### config.mk
export PLATFORM = sky130hd
export DESIGN_NAME = breathing_rgb_led_envelope
export DESIGN_NICKNAME = d
export VERILOG_FILES = /design/src/hdl/bled_pkg.sv /design/src/hdl/breathing_rgb_led_envelope.sv /design/src/hdl/bled_div.sv
export SDC_FILE = /design/constraint.sdc
export NUM_CORES = 1
export LEC_CHECK = 0
export BUFFER_PORTS_ARGS = -buffer_cell sky130_fd_sc_hd__clkbuf_2
export CAP_MARGIN = 20
export CORE_MARGIN = 2
export CORE_UTILIZATION = 65
export CTS_CLUSTER_DIAMETER = 30
export CTS_CLUSTER_SIZE = 40
export DETAILED_ROUTE_END_ITERATION = 7
export GPL_TIMING_DRIVEN = 0
export PLACE_DENSITY = 0.85
export REMOVE_ABC_BUFFERS = 1
export SETUP_SLACK_MARGIN = 0.4
export SYNTH_ARGS = -nofsm -noshare
export SYNTH_HDL_FRONTEND = slang
export SYNTH_SLANG_ARGS = --single-unit
export TNS_END_PERCENT = 1
### constraint.sdc
create_clock -name clk -period 19.4 [get_ports clk]
set_input_delay 1.94 -clock clk [delete_from_list [all_inputs] [get_ports clk]]
set_output_delay 1.94 -clock clk [all_outputs]
set_load 0.005 [all_outputs]
### src/hdl/bled_pkg.sv
// Shared types, widths and codes for the breathing RGB LED envelope.
package bled_pkg;

	// Field and datapath widths
	localparam int LEVEL_W   = 8;
	localparam int STEP_W    = 9;
	localparam int TICK_W    = 16;
	localparam int CAL_W     = 11;
	localparam int DUTY_W    = 10;
	localparam int NUM_W     = 20;
	localparam int DIV_CNT_W = 4;
	localparam int NUM_CH    = 3;
	localparam int ADDR_W    = 5;
	localparam int DATA_W    = 32;

	// Level divisor used to map an 8-bit level onto the calibrated compare range
	localparam logic [LEVEL_W-1:0] LEVEL_MAX = 8'hFF;

	// Item kinds
	localparam logic KIND_COLOUR = 1'b0;
	localparam logic KIND_TICK   = 1'b1;

	// Register map index (byte address / 4)
	typedef enum logic [2:0] {
		REG_RAMP_IN   = 3'd0,
		REG_RAMP_OUT  = 3'd1,
		REG_HOLD      = 3'd2,
		REG_WAIT      = 3'd3,
		REG_RED_CAL   = 3'd4,
		REG_GREEN_CAL = 3'd5,
		REG_BLUE_CAL  = 3'd6
	} reg_idx_t;

	// Sequencer states
	typedef enum logic [2:0] {
		ST_IDLE,
		ST_RMUL,
		ST_RDIV,
		ST_SMUL,
		ST_SDIV,
		ST_EMIT
	} state_t;

	typedef struct packed {
		logic               kind;
		logic [LEVEL_W-1:0] red_level;
		logic [LEVEL_W-1:0] green_level;
		logic [LEVEL_W-1:0] blue_level;
	} in_item_t;

	typedef struct packed {
		logic [DUTY_W-1:0] red_duty;
		logic [DUTY_W-1:0] green_duty;
		logic [DUTY_W-1:0] blue_duty;
		logic              lit;
	} out_item_t;

	// Divider handshake back to the sequencer
	typedef struct packed {
		logic busy;
		logic done;
	} div_status_t;

endpackage

### src/hdl/breathing_rgb_led_envelope.sv
// Breathing RGB LED envelope: animation sequencer, serial scaling and register port.
//
//  channel | direction | handshake             | beat
//  --------+-----------+-----------------------+---------------------------------
//  in      | input     | in_valid / in_stall   | in_item_t: kind, three levels
//  out     | output    | out_valid / out_stall | out_item_t: three duties, lit
//  apb     | input     | psel / penable        | 32-bit register write and read
//
// Every result runs one scaling division per channel through the shared divider; a ramp
// step first runs a ramp division per channel, which zero color, full and dark steps skip.
// Each division yields two quotient bits per cycle, the three channels in turn.
// A tick that causes no result starts no division. arst_n clears the sequencer, the output
// valid flag and the configuration to its defaults. The next beat is taken while a result
// waits on a stalled output; a second result then holds until the first one leaves.
module breathing_rgb_led_envelope import bled_pkg::*; #(
	parameter int PWM_PERIOD = 1024
) (
	input  logic              clk,
	input  logic              arst_n,
	input  logic              psel,
	input  logic              penable,
	input  logic              pwrite,
	input  logic [ADDR_W-1:0] paddr,
	input  logic [DATA_W-1:0] pwdata,
	output logic [DATA_W-1:0] prdata,
	output logic              pready,
	input  logic              in_valid,
	output logic              in_stall,
	input  in_item_t          in_data,
	output logic              out_valid,
	input  logic              out_stall,
	output out_item_t         out_data
);

	localparam int DUTY_CAP = (PWM_PERIOD - 1 > 1023) ? 1023 : PWM_PERIOD - 1;
	localparam logic [NUM_W-1:0] CAP_WIDE = NUM_W'(DUTY_CAP);
	localparam logic [1:0] LAST_CH = 2'(NUM_CH - 1);

	// Configuration
	logic [LEVEL_W-1:0] ramp_in_q, ramp_out_q;
	logic [TICK_W-1:0]  hold_q, wait_q;
	logic [CAL_W-1:0]   cal_q [NUM_CH];

	// Animation state
	logic               running_q;
	logic [STEP_W-1:0]  step_q;
	logic [TICK_W-1:0]  ticks_q;
	logic [LEVEL_W-1:0] stored_q [NUM_CH];

	// Per-item working registers
	state_t             state_q, state_d;
	logic [1:0]         ch_q;
	logic [STEP_W-1:0]  mult_q;
	logic [LEVEL_W-1:0] rdiv_q;
	logic [LEVEL_W-1:0] level_q [NUM_CH];
	logic [DUTY_W-1:0]  duty_q [NUM_CH];
	logic               out_valid_q;
	out_item_t          out_q;

	// Divider hookup
	logic               div_start;
	logic [NUM_W-1:0]   div_numer;
	logic [LEVEL_W-1:0] div_denom;
	div_status_t        div_st;
	logic [NUM_W-1:0]   div_quot;

	// Decode of the offered beat
	logic               in_fire, is_colour, colour_zero, tick_due, do_step, has_result;
	logic [STEP_W-1:0]  c_eff, sum_io, mult_d;
	logic               rise, full, fall;
	logic [LEVEL_W-1:0] col [NUM_CH];
	logic [CAL_W-1:0]   cal_m1;
	logic [DUTY_W-1:0]  duty_sat;
	logic               cfg_wr, out_free;
	reg_idx_t           reg_idx;

	bled_div u_div (
		.clk    (clk),
		.arst_n (arst_n),
		.start  (div_start),
		.numer  (div_numer),
		.denom  (div_denom),
		.status (div_st),
		.quot   (div_quot)
	);

	// Register port
	assign pready  = 1'b1;
	assign reg_idx = reg_idx_t'(paddr[4:2]);
	assign cfg_wr  = psel & penable & pwrite;

	always_comb begin
		prdata = '0;
		unique case (reg_idx)
			REG_RAMP_IN:   prdata = DATA_W'(ramp_in_q);
			REG_RAMP_OUT:  prdata = DATA_W'(ramp_out_q);
			REG_HOLD:      prdata = DATA_W'(hold_q);
			REG_WAIT:      prdata = DATA_W'(wait_q);
			REG_RED_CAL:   prdata = DATA_W'(cal_q[0]);
			REG_GREEN_CAL: prdata = DATA_W'(cal_q[1]);
			REG_BLUE_CAL:  prdata = DATA_W'(cal_q[2]);
			default:       prdata = '0;
		endcase
	end

	always_ff @(posedge clk or negedge arst_n) begin
		if (!arst_n) begin
			ramp_in_q  <= 8'd60;
			ramp_out_q <= 8'd60;
			hold_q     <= 16'd30;
			wait_q     <= 16'd150;
			cal_q[0]   <= 11'd1024;
			cal_q[1]   <= 11'd1024;
			cal_q[2]   <= 11'd1024;
		end else if (cfg_wr) begin
			unique case (reg_idx)
				REG_RAMP_IN:   ramp_in_q  <= pwdata[LEVEL_W-1:0];
				REG_RAMP_OUT:  ramp_out_q <= pwdata[LEVEL_W-1:0];
				REG_HOLD:      hold_q     <= pwdata[TICK_W-1:0];
				REG_WAIT:      wait_q     <= pwdata[TICK_W-1:0];
				REG_RED_CAL:   cal_q[0]   <= pwdata[CAL_W-1:0];
				REG_GREEN_CAL: cal_q[1]   <= pwdata[CAL_W-1:0];
				REG_BLUE_CAL:  cal_q[2]   <= pwdata[CAL_W-1:0];
				default: ;
			endcase
		end
	end

	// Classify the beat and the animation step it takes
	assign in_stall    = (state_q != ST_IDLE);
	assign in_fire     = in_valid & ~in_stall;
	assign is_colour   = (in_data.kind == KIND_COLOUR);
	assign colour_zero = (in_data.red_level == '0) && (in_data.green_level == '0)
		&& (in_data.blue_level == '0);
	assign tick_due    = running_q && (ticks_q <= TICK_W'(1));
	assign do_step     = is_colour ? ~colour_zero : tick_due;
	assign has_result  = is_colour | do_step;

	assign c_eff  = is_colour ? '0 : step_q;
	assign sum_io = STEP_W'(ramp_in_q) + STEP_W'(ramp_out_q);
	assign rise   = (c_eff < STEP_W'(ramp_in_q));
	assign full   = (c_eff == STEP_W'(ramp_in_q));
	assign fall   = ~rise & ~full & (c_eff <= sum_io);
	assign mult_d = rise ? c_eff : STEP_W'(sum_io - c_eff);

	assign col[0] = is_colour ? in_data.red_level   : stored_q[0];
	assign col[1] = is_colour ? in_data.green_level : stored_q[1];
	assign col[2] = is_colour ? in_data.blue_level  : stored_q[2];

	// Scaling operands and saturation
	assign cal_m1   = (cal_q[ch_q] == '0) ? '0 : CAL_W'(cal_q[ch_q] - 1'b1);
	assign duty_sat = (div_quot > CAP_WIDE) ? CAP_WIDE[DUTY_W-1:0] : div_quot[DUTY_W-1:0];
	assign out_free = ~out_valid_q | ~out_stall;

	// Sequencer: next state and divider launch
	always_comb begin
		state_d   = state_q;
		div_start = 1'b0;
		div_numer = '0;
		div_denom = LEVEL_MAX;
		unique case (state_q)
			ST_IDLE: begin
				if (in_fire && has_result)
					state_d = (do_step && (rise || fall)) ? ST_RMUL : ST_SMUL;
			end
			ST_RMUL: begin
				div_start = 1'b1;
				div_numer = NUM_W'(stored_q[ch_q] * mult_q);
				div_denom = rdiv_q;
				state_d   = ST_RDIV;
			end
			ST_RDIV: begin
				if (div_st.done)
					state_d = (ch_q == LAST_CH) ? ST_SMUL : ST_RMUL;
			end
			ST_SMUL: begin
				div_start = 1'b1;
				div_numer = NUM_W'(level_q[ch_q] * cal_m1);
				div_denom = LEVEL_MAX;
				state_d   = ST_SDIV;
			end
			ST_SDIV: begin
				if (div_st.done)
					state_d = (ch_q == LAST_CH) ? ST_EMIT : ST_SMUL;
			end
			ST_EMIT: begin
				if (out_free)
					state_d = ST_IDLE;
			end
			default: state_d = ST_IDLE;
		endcase
	end

	// Control registers: state, channel, animation, output valid
	always_ff @(posedge clk or negedge arst_n) begin
		if (!arst_n) begin
			state_q     <= ST_IDLE;
			ch_q        <= '0;
			running_q   <= 1'b0;
			step_q      <= '0;
			ticks_q     <= '0;
			out_valid_q <= 1'b0;
		end else begin
			state_q <= state_d;
			if (state_q == ST_EMIT && out_free)
				out_valid_q <= 1'b1;
			else if (out_valid_q && !out_stall)
				out_valid_q <= 1'b0;
			if ((state_q == ST_RDIV || state_q == ST_SDIV) && div_st.done)
				ch_q <= (ch_q == LAST_CH) ? '0 : ch_q + 1'b1;
			if (in_fire) begin
				ch_q <= '0;
				if (is_colour) begin
					if (colour_zero) begin
						running_q <= 1'b0;
						step_q    <= '0;
						ticks_q   <= '0;
					end else begin
						running_q <= 1'b1;
					end
				end else if (running_q && !tick_due) begin
					ticks_q <= ticks_q - 1'b1;
				end
				// Take the step: ramps wait one tick, full waits hold, dark waits wait
				if (do_step) begin
					if (rise || fall) begin
						step_q  <= c_eff + 1'b1;
						ticks_q <= TICK_W'(1);
					end else if (full) begin
						step_q  <= c_eff + 1'b1;
						ticks_q <= (hold_q == '0) ? TICK_W'(1) : hold_q;
					end else begin
						step_q  <= '0;
						ticks_q <= (wait_q == '0) ? TICK_W'(1) : wait_q;
					end
				end
			end
		end
	end

	// Payload registers: color, ramp operands, levels, duties, output beat
	always_ff @(posedge clk) begin
		if (in_fire) begin
			if (is_colour && !colour_zero) begin
				stored_q[0] <= in_data.red_level;
				stored_q[1] <= in_data.green_level;
				stored_q[2] <= in_data.blue_level;
			end
			mult_q <= mult_d;
			rdiv_q <= rise ? ramp_in_q : ramp_out_q;
			for (int i = 0; i < NUM_CH; i++)
				level_q[i] <= (do_step && full) ? col[i] : '0;
		end
		if (state_q == ST_RDIV && div_st.done)
			level_q[ch_q] <= div_quot[LEVEL_W-1:0];
		if (state_q == ST_SDIV && div_st.done)
			duty_q[ch_q] <= duty_sat;
		if (state_q == ST_EMIT && out_free) begin
			out_q.red_duty   <= duty_q[0];
			out_q.green_duty <= duty_q[1];
			out_q.blue_duty  <= duty_q[2];
			out_q.lit        <= (level_q[0] != '0) || (level_q[1] != '0) || (level_q[2] != '0);
		end
	end

	assign out_valid = out_valid_q;
	assign out_data  = out_q;

	// A stopped animation has no pending countdown
	a_stopped_idle: assert property (@(posedge clk) disable iff (!arst_n)
		!running_q |-> ticks_q == '0)
		else $error("countdown pending while animation stopped");

	// The divider is only launched when free
	a_div_free: assert property (@(posedge clk) disable iff (!arst_n)
		div_start |-> !div_st.busy)
		else $error("divider launched while busy");

	// A dark result carries zero duties
	a_dark_zero: assert property (@(posedge clk) disable iff (!arst_n)
		out_valid && !out_data.lit |-> out_data.red_duty == '0
			&& out_data.green_duty == '0 && out_data.blue_duty == '0)
		else $error("nonzero duty on a dark result");

	// Duties never exceed the PWM compare limit
	a_duty_cap: assert property (@(posedge clk) disable iff (!arst_n)
		out_valid |-> out_data.red_duty <= DUTY_W'(DUTY_CAP)
			&& out_data.green_duty <= DUTY_W'(DUTY_CAP)
			&& out_data.blue_duty <= DUTY_W'(DUTY_CAP))
		else $error("duty above compare limit");

	// A result leaves the sequencer only with the divider at rest
	a_emit_quiet: assert property (@(posedge clk) disable iff (!arst_n)
		state_q == ST_EMIT |-> !div_st.busy && !div_start)
		else $error("divider active while emitting");

endmodule

### src/hdl/bled_div.sv
// Radix-4 restoring divider: two quotient bits per cycle, 8-bit divisor.
module bled_div import bled_pkg::*; (
	input  logic               clk,
	input  logic               arst_n,
	input  logic               start,
	input  logic [NUM_W-1:0]   numer,
	input  logic [LEVEL_W-1:0] denom,
	output div_status_t        status,
	output logic [NUM_W-1:0]   quot
);

	localparam logic [DIV_CNT_W-1:0] LAST_CNT = DIV_CNT_W'(NUM_W / 2 - 1);

	logic [NUM_W-1:0]     num_q;
	logic [LEVEL_W-1:0]   rem_q;
	logic [LEVEL_W-1:0]   den_q;
	logic [DIV_CNT_W-1:0] cnt_q;
	logic                 busy_q;
	logic                 done_q;

	logic [LEVEL_W:0]   t1, t2;
	logic               ge1, ge2;
	logic [LEVEL_W-1:0] r1, r2;

	// Two dependent shift-compare-subtract steps
	always_comb begin
		t1  = {rem_q, num_q[NUM_W-1]};
		ge1 = (t1 >= {1'b0, den_q});
		r1  = ge1 ? LEVEL_W'(t1 - {1'b0, den_q}) : t1[LEVEL_W-1:0];
		t2  = {r1, num_q[NUM_W-2]};
		ge2 = (t2 >= {1'b0, den_q});
		r2  = ge2 ? LEVEL_W'(t2 - {1'b0, den_q}) : t2[LEVEL_W-1:0];
	end

	// Control: count digit pairs, pulse done after the last one
	always_ff @(posedge clk or negedge arst_n) begin
		if (!arst_n) begin
			busy_q <= 1'b0;
			done_q <= 1'b0;
			cnt_q  <= '0;
		end else begin
			done_q <= 1'b0;
			if (start) begin
				busy_q <= 1'b1;
				cnt_q  <= '0;
			end else if (busy_q) begin
				cnt_q <= cnt_q + 1'b1;
				if (cnt_q == LAST_CNT) begin
					busy_q <= 1'b0;
					done_q <= 1'b1;
				end
			end
		end
	end

	// Datapath: numerator shifts out as quotient bits shift in
	always_ff @(posedge clk) begin
		if (start) begin
			num_q <= numer;
			rem_q <= '0;
			den_q <= denom;
		end else if (busy_q) begin
			num_q <= {num_q[NUM_W-3:0], ge1, ge2};
			rem_q <= r2;
		end
	end

	assign status.busy = busy_q;
	assign status.done = done_q;
	assign quot        = num_q;

endmodule

==> impl_metrics.py <==
metrics = {
    "clocking": {
        "cts_resized": 0,
        "post_cts_buffers": 0,
        "cts_tree": "done",
        "clock_latency_ns": 0.57,
        "clk_path_buf_depth": 3,
        "cts_hold_buf": 0,
        "h-tree-depth": 2,
        "cts_sinks": 289,
        "cts_root_buf": "clkbuf_16",
        "clk_pin_slew_worst_paths_ns": 0.05,
        "cts_inserted_buffers": 53,
    },
    "worst_setup_path": {
        "crit_arrival_ns": 8.11,
        "path_class": "reg -> reg",
        "ff2ff_path_depth": 25,
        "cp-end-kind": "register",
        "r2r_start": "ch_q[1]",
        "setup.worst_path.start_class": "register",
        "critical_path.max_fanout": 28,
        "crit_required_ns": 19.70,
        "reg2reg_to": "u_div.quot[18]",
        "r2r_slack_ns": 11.59,
    },
    "global_route": {
        "grt_pass1_wl_mm": 86.5,
        "antenna_found_initial": 0,
        "grt_overflow": 0,
        "grt_pass1_vias": 16600,
        "grt_util_all_layers_pct": 33.3,
        "grt_max_degree": 108,
    },
    "timing": {
        "finalSetupTns_ns": 0,
        "slew_headroom_pct": 25.3,
        "rsz0062_at_grt": "false",
        "max_freq_mhz": 128,
        "hold_viol_final": 0,
        "setup_viol_count_final": 0,
        "worst_clock_skew_ns": 0.0236,
        "final_max_slew_viol_count": 0,
        "worst_pin_slew_ns": 1.11,
        "min_period_ns": 7.81,
        "final.period_utilization_pct": 40.3,
    },
    "cells_and_area": {
        "final_common_cell": "nor2_1",
        "area_growth_pct": 13.7,
        "final_util_pct": 75.2,
        "final_nets": 2370,
        "antenna_cells": 0,
        "fill_cells": 1915,
        "drive_gt1_share_pct": 17.9,
        "layout.cells.non_filler": 2517,
        "mostFrequentLayoutCells": "nor2_1, nand2_1, inv_1",
    },
    "die": {
        "start_util_pct": 66.1,
        "dieWidth_um": 181,
        "core_sq_um": 30700,
        "rows": 64,
        "fp.dieArea_sq_um": 32600,
        "ios": 135,
        "die_h_um": 181,
    },
    "synth": {
        "syn_avg_cell_area_sq_um": 10.3,
        "synth-async-reset-ratio_pct": 41.2,
        "synth_cell_types": 86,
        "ys_ff_latch": 289,
        "yosys_warnings": 0,
        "synthesis.area_sq_um": 20300,
        "yosysSeqAreaShare_pct": 39.6,
        "synth_edf_count": 162,
        "synth-main-ff-cell": "edfxtp_1",
        "netlist_instances": 1976,
    },
    "worst_hold_path": {
        "holdCritStartpoint": "duty_q[0][2]",
        "hold_end": "out_data[23]",
        "hold_path_class": "reg -> reg",
        "whs_path_depth": 0,
    },
    "status": {
        "status": "complete, no violations",
    },
    "place": {
        "place_congestion": 0.918,
        "place_inst": 2416,
        "io_buffers": 99,
        "dp_hpwl_mm": 39.1,
    },
    "routing": {
        "routedWlPerCell_um": 21.6,
        "vias": 16200,
        "wirelength_mm": 54.3,
        "drc": 0,
        "routed_via_density": 6.43,
        "detail-route-antenna-nets": 0,
        "drt_iter0_markers": 1756,
        "drtPass1Iterations": 7,
    },
    "job": {
        "drv_cap": 0,
    },
}
-- worst max-delay path by stage --
stage	startpoint	end	slack, ns
5_1_grt	ch_q[1]	u_div.quot[18]	11.22
4_1_cts	ch_q[1]	u_div.quot[18]	11.70
2_1_floorplan	ch_q[1]	u_div.quot[18]	12.28
3_3_place_gp	ch_q[1]	u_div.quot[18]	10.84
3_5_place_dp	ch_q[1]	u_div.quot[18]	11.77
6_report	ch_q[1]	u_div.quot[18]	11.59
-- final cells by class --
type                            instances  area (sq um)  area share [%]
Multi-Input combinational cell       1441         11200            48.7
Sequential cell                       289          8030            34.8
Clock buffer                           62          1430            6.20
Timing Repair Buffer                  119           732            3.17
Inverter                              173           649            2.81
Tap cell                              396           495            2.15
Clock inverter                         37           490            2.13
-- state kept, by name, summed over array words and instances, names as in the netlist --
name	flops
u_div.cnt_q	4
step_q	9
duty_q	30
rdiv_q	8
u_div.den_q	8
ramp_out_q	8
wait_q	16
out_valid	1
cal_q	33
ramp_in_q	8
stored_q	24
ticks_q	16
u_div.busy_q	1
ch_q	2
u_div.quot	20
u_div.done_q	1
out_data	31
level_q	32
running_q	1
state_q	3
mult_q	9
u_div.rem_q	8
hold_q	16
-- synth_stat cells, drive strengths merged (14+ instances only) --
library cell  instances  area [sq um]
nor2                181           679
nand2               178           668
inv                 173           649
edfxtp              162          4860
o21ai               149           749
ha                  124          1550
dfrtp               100          2500
fa                  100          2000
mux2                 92          1040
a21oi                88           452
mux2i                81           815
clkbuf               51           191
and2                 39           248
buf                  37           249
nor3                 33           203
nor4                 30           215
xnor2                27           236
nand2b               26           163
or2                  25           156
nand3                23           115
xor2                 22           193
or3                  20           125
dfstp                19           499
nor2b                15           101
a22oi                14           105
a31oi                14          87.6
-- worst max-delay path, cell delays in order (launching register included) --
cell and delay (ns):
dfrtp_2 0.72, buf_12 0.30, mux2i_1 0.27, nor2_1 0.06, a21oi_1 0.37, ha_1 0.28
inv_1 0.10, nor2_1 0.21, nand2_1 0.11, a31oi_1 0.69, nor2_1 0.16, fa_1 0.59
fa_1 0.44, fa_1 0.54, inv_1 0.06, fa_1 0.53, inv_1 0.05, ha_1 0.34
a21oi_1 0.14, o21ai_0 0.15, a21oi_1 0.21, a21boi_0 0.21, or4_1 0.45, a31oi_1 0.21
xnor2_1 0.18, o21ai_0 0.13
-- per-stage QoR --
stage | hold slack (ns) | setup slack [ns] | instance area (sq um)
6_report | 0.415 | 11.59 | 23100
5_1_grt | 0.421 | 11.22 | 23100
4_1_cts | 0.416 | 11.70 | 23000
3_5_place_dp | 0.405 | 11.77 | 21100
3_3_place_gp | 0.402 | 10.84 | 20900
2_1_floorplan | 0.400 | 12.28 | 19900
-- cells by family after synthesis --
family,count (synthesis),share of synthesized area (%)
other,2,0.0370
xor gates and xnor gates,49,2.12
AOI/OAI and AO/OA,372,11.3
adders and majority gates,224,17.5
buffers and inverters,261,5.37
muxes,179,9.79
and+or+nand+nor,600,14.3
DFF,289,39.6
-- routing by layer --
metal / vias to the layer above / part of all wire (%) / track usage (%)
met1: 7875 / 36 / 40.4
li1: 7148 / - / -
met5: - / 0 / 0
met4: 0 / 5.8 / 17.4
met2: 941 / 49 / 57.2
met3: 218 / 8.7 / 5.62
Power is left out: the tool's default activity adds up to more than one toggle a clock period on the data nets, which glitch-free logic cannot reach.
